## src/hw/rtl/hsvrgb_pkg.sv

```systemverilog
// Shared types, constants and arithmetic helpers for the HSV to RGB converter.
`timescale 1ns / 1ps

package hsvrgb_pkg;

    // Fixed-point format: channels use 2^FRAC_BITS as 1.0.
    localparam int FRAC_BITS        = 12;
    localparam int HUE_W            = 15;
    localparam int CHAN_W           = 13;
    localparam int PROD_W           = 2 * CHAN_W;
    localparam int SECTOR_W         = 4;
    localparam int REM_W            = 12;

    // One 60-degree sector spans 3840 hue steps; a 15-bit hue reaches sector 8.
    localparam int SECTOR_STEPS     = 3840;
    localparam int NUM_SECTORS_MAX  = 8;

    // The fraction rem * 4096 / 3840 equals rem + rem / 15. The quotient by 15
    // is taken as (rem * 4370) >> 16, which is exact for every rem below 3840.
    localparam int FRAC_RECIP       = 4370;
    localparam int FRAC_RECIP_W     = 13;
    localparam int FRAC_RECIP_SHIFT = 16;
    localparam int RECIP_PROD_W     = REM_W + FRAC_RECIP_W;

    // Number of register stages from input to output.
    localparam int NUM_STAGES       = 5;

    localparam logic [CHAN_W-1:0] ONE = CHAN_W'(1 << FRAC_BITS);

    // Sector codes; every code above the magenta-to-red sector behaves like it.
    localparam logic [SECTOR_W-1:0] SECTOR_RED_YEL = SECTOR_W'(0);
    localparam logic [SECTOR_W-1:0] SECTOR_YEL_GRN = SECTOR_W'(1);
    localparam logic [SECTOR_W-1:0] SECTOR_GRN_CYN = SECTOR_W'(2);
    localparam logic [SECTOR_W-1:0] SECTOR_CYN_BLU = SECTOR_W'(3);
    localparam logic [SECTOR_W-1:0] SECTOR_BLU_MAG = SECTOR_W'(4);

    // Input and output words.
    typedef struct packed {
        logic [HUE_W-1:0]  hue;
        logic [CHAN_W-1:0] sat;
        logic [CHAN_W-1:0] val;
    } t_hsv_word;

    typedef struct packed {
        logic [CHAN_W-1:0] red;
        logic [CHAN_W-1:0] green;
        logic [CHAN_W-1:0] blue;
    } t_rgb_word;

    // Stage payloads.
    typedef struct packed {
        logic [SECTOR_W-1:0] sector;
        logic [REM_W-1:0]    rem;
        logic [CHAN_W-1:0]   sat;
        logic [CHAN_W-1:0]   val;
    } t_s1_word;

    typedef struct packed {
        logic [SECTOR_W-1:0] sector;
        logic [CHAN_W-1:0]   frac;
        logic [CHAN_W-1:0]   sat;
        logic [CHAN_W-1:0]   val;
        logic [CHAN_W-1:0]   p;
    } t_s2_word;

    typedef struct packed {
        logic [SECTOR_W-1:0] sector;
        logic [CHAN_W-1:0]   val;
        logic [CHAN_W-1:0]   p;
        logic [CHAN_W-1:0]   sf;
        logic [CHAN_W-1:0]   sg;
    } t_s3_word;

    typedef struct packed {
        logic [SECTOR_W-1:0] sector;
        logic [CHAN_W-1:0]   val;
        logic [CHAN_W-1:0]   p;
        logic [CHAN_W-1:0]   q;
        logic [CHAN_W-1:0]   t;
    } t_s4_word;

    // Load enables for the datapath stages held outside the top level.
    typedef struct packed {
        logic ld1;
        logic ld2;
        logic ld3;
        logic ld4;
    } t_pipe_ctl;

    // Limit a channel to 1.0.
    function automatic logic [CHAN_W-1:0] clamp_one(input logic [CHAN_W-1:0] x);
        return (x > ONE) ? ONE : x;
    endfunction

    // Fixed-point product, truncated back to the channel format.
    function automatic logic [CHAN_W-1:0] scale(input logic [CHAN_W-1:0] a,
                                                input logic [CHAN_W-1:0] b);
        logic [PROD_W-1:0] prod;
        prod = PROD_W'(a) * PROD_W'(b);
        return prod[FRAC_BITS +: CHAN_W];
    endfunction

endpackage

```

## src/hw/rtl/hsvrgb_front.sv

```systemverilog
// Front stages: sector decode and remainder, then fraction and the p term.
`timescale 1ns / 1ps

module hsvrgb_front import hsvrgb_pkg::*; (
    input  logic      i_clk,
    input  t_hsv_word i_hsv,
    input  t_pipe_ctl i_ctl,
    output t_s2_word  o_s2
);

    t_s1_word                r_s1;
    t_s1_word                n_s1;
    t_s2_word                r_s2;
    t_s2_word                n_s2;
    logic [SECTOR_W-1:0]     sector;
    logic [HUE_W-1:0]        sector_base;
    logic [RECIP_PROD_W-1:0] recip_prod;

    // Stage 1: count the sector boundaries below the hue and clamp the inputs.
    always_comb begin
        sector = '0;
        for (int k = 1; k <= NUM_SECTORS_MAX; k++) begin
            if (i_hsv.hue >= HUE_W'(k * SECTOR_STEPS)) begin
                sector = sector + SECTOR_W'(1);
            end
        end
        sector_base   = HUE_W'(sector) * HUE_W'(SECTOR_STEPS);
        n_s1.sector   = sector;
        n_s1.rem      = REM_W'(i_hsv.hue - sector_base);
        n_s1.sat      = clamp_one(i_hsv.sat);
        n_s1.val      = clamp_one(i_hsv.val);
    end

    // Stage 2: fraction within the sector and p = v(1 - s).
    always_comb begin
        recip_prod  = RECIP_PROD_W'(r_s1.rem) * RECIP_PROD_W'(FRAC_RECIP);
        n_s2.sector = r_s1.sector;
        n_s2.frac   = CHAN_W'(r_s1.rem) + CHAN_W'(recip_prod >> FRAC_RECIP_SHIFT);
        n_s2.sat    = r_s1.sat;
        n_s2.val    = r_s1.val;
        n_s2.p      = scale(r_s1.val, ONE - r_s1.sat);
    end

    // Stage registers.
    always_ff @(posedge i_clk) begin
        if (i_ctl.ld1) begin
            r_s1 <= n_s1;
        end
        if (i_ctl.ld2) begin
            r_s2 <= n_s2;
        end
    end

    assign o_s2 = r_s2;

endmodule

```

## src/hw/rtl/hsvrgb_mult.sv

```systemverilog
// Product stages: saturation times fraction, then the q and t terms.
`timescale 1ns / 1ps

module hsvrgb_mult import hsvrgb_pkg::*; (
    input  logic      i_clk,
    input  t_s2_word  i_s2,
    input  t_pipe_ctl i_ctl,
    output t_s4_word  o_s4
);

    t_s3_word r_s3;
    t_s3_word n_s3;
    t_s4_word r_s4;
    t_s4_word n_s4;

    // Stage 3: s*f and s*(1 - f).
    always_comb begin
        n_s3.sector = i_s2.sector;
        n_s3.val    = i_s2.val;
        n_s3.p      = i_s2.p;
        n_s3.sf     = scale(i_s2.sat, i_s2.frac);
        n_s3.sg     = scale(i_s2.sat, ONE - i_s2.frac);
    end

    // Stage 4: q = v(1 - s*f) and t = v(1 - s(1 - f)).
    always_comb begin
        n_s4.sector = r_s3.sector;
        n_s4.val    = r_s3.val;
        n_s4.p      = r_s3.p;
        n_s4.q      = scale(r_s3.val, ONE - r_s3.sf);
        n_s4.t      = scale(r_s3.val, ONE - r_s3.sg);
    end

    // Stage registers.
    always_ff @(posedge i_clk) begin
        if (i_ctl.ld3) begin
            r_s3 <= n_s3;
        end
        if (i_ctl.ld4) begin
            r_s4 <= n_s4;
        end
    end

    assign o_s4 = r_s4;

endmodule

```

## src/hw/rtl/hsv_to_rgb_converter_core.sv

```systemverilog
// Top level of the HSV to RGB converter: stage control, channel select, output word.
`timescale 1ns / 1ps

// Converts one HSV pixel per clock into RGB while the output is not stalled,
// all channels in fixed point with 4096 as 1.0 and hue in 1/64-degree steps.
// The datapath is five register stages (sector decode, fraction and p, the two
// saturation products, q and t, channel select), and a new word can be taken
// in every cycle unless the output stalls. Each stage holds its word while the
// next one cannot take it; bubbles close up, so the input stays ready until
// all five stages hold words and the output is stalled. Zero saturation needs
// no special path: p, q and t all equal value then.
module hsv_to_rgb_converter_core import hsvrgb_pkg::*; (
    input  logic      i_clk,
    input  logic      i_rst_n,
    input  logic      i_in_valid,
    output logic      o_in_ready,
    input  t_hsv_word i_in_data,
    output logic      o_out_valid,
    input  logic      i_out_ready,
    output t_rgb_word o_out_data
);

    logic [NUM_STAGES-1:0] r_vld;
    logic [NUM_STAGES-1:0] n_vld;
    logic [NUM_STAGES-1:0] stage_en;
    logic [NUM_STAGES-1:0] stage_in_vld;
    t_pipe_ctl             pipe_ctl;
    t_s2_word              s2_word;
    t_s4_word              s4_word;
    t_rgb_word             r_out;
    t_rgb_word             n_out;

    // A stage loads when it is empty or its word moves on in the same cycle.
    always_comb begin
        stage_en[NUM_STAGES-1] = !r_vld[NUM_STAGES-1] || i_out_ready;
        for (int k = NUM_STAGES - 2; k >= 0; k--) begin
            stage_en[k] = !r_vld[k] || stage_en[k+1];
        end
        stage_in_vld[0] = i_in_valid;
        for (int k = 1; k < NUM_STAGES; k++) begin
            stage_in_vld[k] = r_vld[k-1];
        end
        for (int k = 0; k < NUM_STAGES; k++) begin
            n_vld[k] = stage_en[k] ? stage_in_vld[k] : r_vld[k];
        end
    end

    assign pipe_ctl.ld1 = stage_en[0];
    assign pipe_ctl.ld2 = stage_en[1];
    assign pipe_ctl.ld3 = stage_en[2];
    assign pipe_ctl.ld4 = stage_en[3];

    hsvrgb_front u_front (
        .i_clk (i_clk),
        .i_hsv (i_in_data),
        .i_ctl (pipe_ctl),
        .o_s2  (s2_word)
    );

    hsvrgb_mult u_mult (
        .i_clk (i_clk),
        .i_s2  (s2_word),
        .i_ctl (pipe_ctl),
        .o_s4  (s4_word)
    );

    // Stage 5: assign v, p, q and t to the channels by sector.
    always_comb begin
        case (s4_word.sector)
            SECTOR_RED_YEL: begin
                n_out.red   = s4_word.val;
                n_out.green = s4_word.t;
                n_out.blue  = s4_word.p;
            end
            SECTOR_YEL_GRN: begin
                n_out.red   = s4_word.q;
                n_out.green = s4_word.val;
                n_out.blue  = s4_word.p;
            end
            SECTOR_GRN_CYN: begin
                n_out.red   = s4_word.p;
                n_out.green = s4_word.val;
                n_out.blue  = s4_word.t;
            end
            SECTOR_CYN_BLU: begin
                n_out.red   = s4_word.p;
                n_out.green = s4_word.q;
                n_out.blue  = s4_word.val;
            end
            SECTOR_BLU_MAG: begin
                n_out.red   = s4_word.t;
                n_out.green = s4_word.p;
                n_out.blue  = s4_word.val;
            end
            default: begin
                // Last sector, and the full circle and beyond.
                n_out.red   = s4_word.val;
                n_out.green = s4_word.p;
                n_out.blue  = s4_word.q;
            end
        endcase
    end

    // Valid bits and the output word.
    always_ff @(posedge i_clk) begin
        if (!i_rst_n) begin
            r_vld <= '0;
        end else begin
            r_vld <= n_vld;
        end
        if (stage_en[NUM_STAGES-1]) begin
            r_out <= n_out;
        end
    end

    assign o_in_ready  = stage_en[0];
    assign o_out_valid = r_vld[NUM_STAGES-1];
    assign o_out_data  = r_out;

`ifndef NO_ASSERTIONS
    // An accepted word lands in the first stage.
    a_accept_enters: assert property (@(posedge i_clk) disable iff (!i_rst_n)
        (i_in_valid && o_in_ready) |=> r_vld[0])
        else $error("accepted word did not enter the first stage");

    // A stalled output word is not dropped.
    a_stall_holds: assert property (@(posedge i_clk) disable iff (!i_rst_n)
        (r_vld[NUM_STAGES-1] && !i_out_ready) |=> r_vld[NUM_STAGES-1])
        else $error("stalled output word was lost");

    // The input is held off only when every stage holds a word.
    a_ready_full: assert property (@(posedge i_clk) disable iff (!i_rst_n)
        !o_in_ready |-> (r_vld == {NUM_STAGES{1'b1}}))
        else $error("input held off with an empty stage");

    // p, q and t never exceed value.
    a_terms_le_val: assert property (@(posedge i_clk) disable iff (!i_rst_n)
        r_vld[NUM_STAGES-2] |-> (s4_word.p <= s4_word.val && s4_word.q <= s4_word.val
                                 && s4_word.t <= s4_word.val))
        else $error("derived term above value");

    // Every output channel stays within 0 to 1.0.
    a_out_range: assert property (@(posedge i_clk) disable iff (!i_rst_n)
        o_out_valid |-> (o_out_data.red <= ONE && o_out_data.green <= ONE
                         && o_out_data.blue <= ONE))
        else $error("output channel above 1.0");
`endif

endmodule

```

## config.mk

```make
export PLATFORM = sky130hd
export DESIGN_NAME = hsv_to_rgb_converter_core
export DESIGN_NICKNAME = d
export VERILOG_FILES = /design/src/hw/rtl/hsvrgb_pkg.sv /design/src/hw/rtl/hsvrgb_front.sv /design/src/hw/rtl/hsvrgb_mult.sv /design/src/hw/rtl/hsv_to_rgb_converter_core.sv
export SDC_FILE = /design/constraint.sdc
export NUM_CORES = 2
export LEC_CHECK = 0
export ABC_AREA = 1
export BUFFER_PORTS_ARGS = -buffer_cell sky130_fd_sc_hd__buf_4
export CORE_AREA = 3 3 258 260
export DETAILED_ROUTE_END_ITERATION = 12
export DIE_AREA = 0 0 261 263
export MAX_ROUTING_LAYER = met4
export PLACE_DENSITY = 0.81
export SYNTH_ARGS = -nofsm -noshare
export SYNTH_HDL_FRONTEND = slang
export SYNTH_SLANG_ARGS = --single-unit
```

## constraint.sdc

```tcl
create_clock -name i_clk -period 6.76 [get_ports i_clk]
set_input_delay 1.352 -clock i_clk [delete_from_list [all_inputs] [get_ports i_clk]]
set_output_delay 1.352 -clock i_clk [all_outputs]
set_load 0.03 [all_outputs]
```

==> reports/metrics.cfg <==
[run_status]
status=finished, final reports clean

[detailed_routing]
dr.max_layer_used=met4
viasPerCell=5.477
wl_met3_um=8781
wl_met1_um=36710
routed-wl-met2_um=44030
dr_total_vias=29660
drc=0
wirelength_um=93280
dr.pass1.iters=6
ant_nets=0
wl_per_cell_um=17.22
drtIter0Drc=2453

[timing]
slew_headroom_pct=17.85
setup_violations=0
fin_skew_ps=10.43
fmax_ghz=0.1562
min_period_ps=6404
hold_violations=0
worstMarginPinSlew_ps=1228
final-max-slew-violation-count=0
finalSetupTns_ps=0
fin_crit_sh_pct=94.73

[layout]
stdcell_count=5416
final_common_cell=inv_1
drive_above_1_share_pct=6.953
final_net_count=5592
syn2layout_area_growth_pct=7.764
layout_common_cells=inv_1 (1162), nand2_1 (900), fa_1 (604), ha_1 (403), nor2_1 (328)

[yosys]
syn_area_per_cell_um2=8.651
ys_ff_latch=254
ys_seq_area_share_pct=19.71
ys.flop_type=edfxtp_1
ys_warn_count=0
async_reset_ff_share_pct=0
synth-edff-count=249
syn-num-nets=5499
synthDistinctLibCells=63
synthCells=4445
synthesis.area_um2=38450

[global_routing]
grt_pass1_wl_um=155200
grt_max_degree=58
grt.overflow.total=0
track_usage_pct=28.91
grt_pass1_vias=31180
antenna_found_initial=2

[clocking]
clk_pin_slew_ps=70
insertion_delay_ps=580
hold_buffers=0
clock-sinks=254
cts-root-buf=clkbuf_16
cts_tree=built
cts-buffers-inserted=27
cts_max_path_buffers=3
htreeDepth=1

[setup_path]
crit_path_max_fanout=7
cp-end-kind=register
cp.arrival_ps=6720
slowest_delay_ps=600
cp_common_cell=nand2_1
reg2reg_depth=30
rrSetupSlack_ps=360
path_class=register to register
required_ps=7080
cp_slowest_cell=fa_1
start_kind=register

[placed_design]
port_buffers=85
routabilityCongestion=0.9498
placed_cells=5353
hpwlAfterDp_um=75190

[min_path]
hold_path.class=register to register
whs_path_depth=0

[floorplan]
start_util_pct=59.76
die_w_um=261
die_height_um=263
core_um2=64350
rows=93
io_pins=86
die_area_um2=68640

[run]
cap_violations=0

## repair_timing
| action | in CTS | in global routing |
|---|---|---|
| setup buffers | 0 | 11 |
| endpoints found under the setup margin | 0 | 25 |
| resized for setup | 0 | 34 |
## worst paths after layout
kind	startpoint	to
max	u_mult.r_s3[2]	u_mult.o_s4[12]
min	u_front.o_s2[24]	u_mult.n_s4[50]
max reg2reg	u_mult.r_s3[2]	u_mult.o_s4[12]
min reg2reg	u_front.o_s2[24]	u_mult.n_s4[50]
## final cells by class
type                            count  area, um^2
Sequential cell                   254        7577
Inverter                         1185        4452
Tap cell                          855        1070
Multi-Input combinational cell   2888       26030
Clock inverter                     21       251.5
Timing Repair Buffer              182        1366
Clock buffer                       29       683.2
Antenna cell                        2       5.005
Fill cell                        5107       22910
## through the flow
step | cell area [um^2] | setup slack, ps | hold slack (ps) | util (%)
floorplan | 38460 | 251.6 | 400.3 | -
global placement | 40350 | 279.3 | 400.7 | 62.71
detailed placement | 40350 | 45.33 | 404.5 | 62.71
CTS | 41290 | 26.81 | 410.9 | 64.16
global route | 41440 | -40.94 | 419.3 | 64.40
finish | 41440 | 356.2 | 412.5 | 64.40
## flip-flops by register name (all words and copies together), names as in the netlist
| name | cells |
|---|---|
| r_vld | 5 |
| u_mult.o_s4 | 56 |
| o_out_data | 39 |
| u_front.r_s1 | 12 |
| u_mult.r_s3 | 26 |
| u_front.n_s2 | 30 |
| u_mult.n_s4 | 30 |
| u_front.o_s2 | 56 |
## kinds of logic after synthesis
logic type | count (synthesis) | synth area share (%)
adder cells (fa/ha/maj) | 1009 | 44.62
flip-flops | 254 | 19.71
AND/OR/NAND/NOR | 1426 | 15.07
buffers and inverters | 1303 | 12.77
XOR/XNOR | 115 | 2.639
AO/OA/AOI/OAI | 338 | 5.187
## worst max-delay path, delay by kind of cell (launching register included)
family	cells	cell delay [ps]
DFF	1	430
adders and majority gates	6	2920
buffers and inverters	6	390
xor gates and xnor gates	1	150
and+or+nand+nor	15	1950
AOI/OAI and AO/OA	2	320
## metal layers
| metal | vias to the layer above | GRT usage [%] |
|---|---|---|
| met5 | - | - |
| met4 | 0 | 9.649 |
| met3 | 332 | 4.993 |
| met2 | 1428 | 46.46 |
| met1 | 14320 | 37.46 |
| li1 | 13580 | - |
## Yosys cell counts (6+ instances only)
cell type	n	share of area, %
nand4_1	36	0.59
o2111ai_1	13	0.30
inv_1	1167	11
nor3_1	27	0.35
nand2_2	20	0.33
inv_2	6	0.059
nor2_2	9	0.15
or2_2	6	0.098
ha_1	405	13
a221oi_1	7	0.16
nor2_1	330	3.2
o31ai_1	6	0.12
clkbuf_1	108	1.1
o211ai_1	11	0.21
xor2_1	88	2.0
a21oi_1	139	1.8
a22oi_1	20	0.39
a31oi_1	6	0.098
o21ai_0	88	1.1
edfxtp_1	249	19
o21bai_1	13	0.25
fa_1	604	31
clkinv_1	12	0.12
xnor2_1	26	0.59
nand2_1	904	8.8
a21o_1	10	0.20
nand3_1	61	0.79
Power is left out: the tool's default activity adds up to more than one toggle a clock period on the data nets, which glitch-free logic cannot reach.
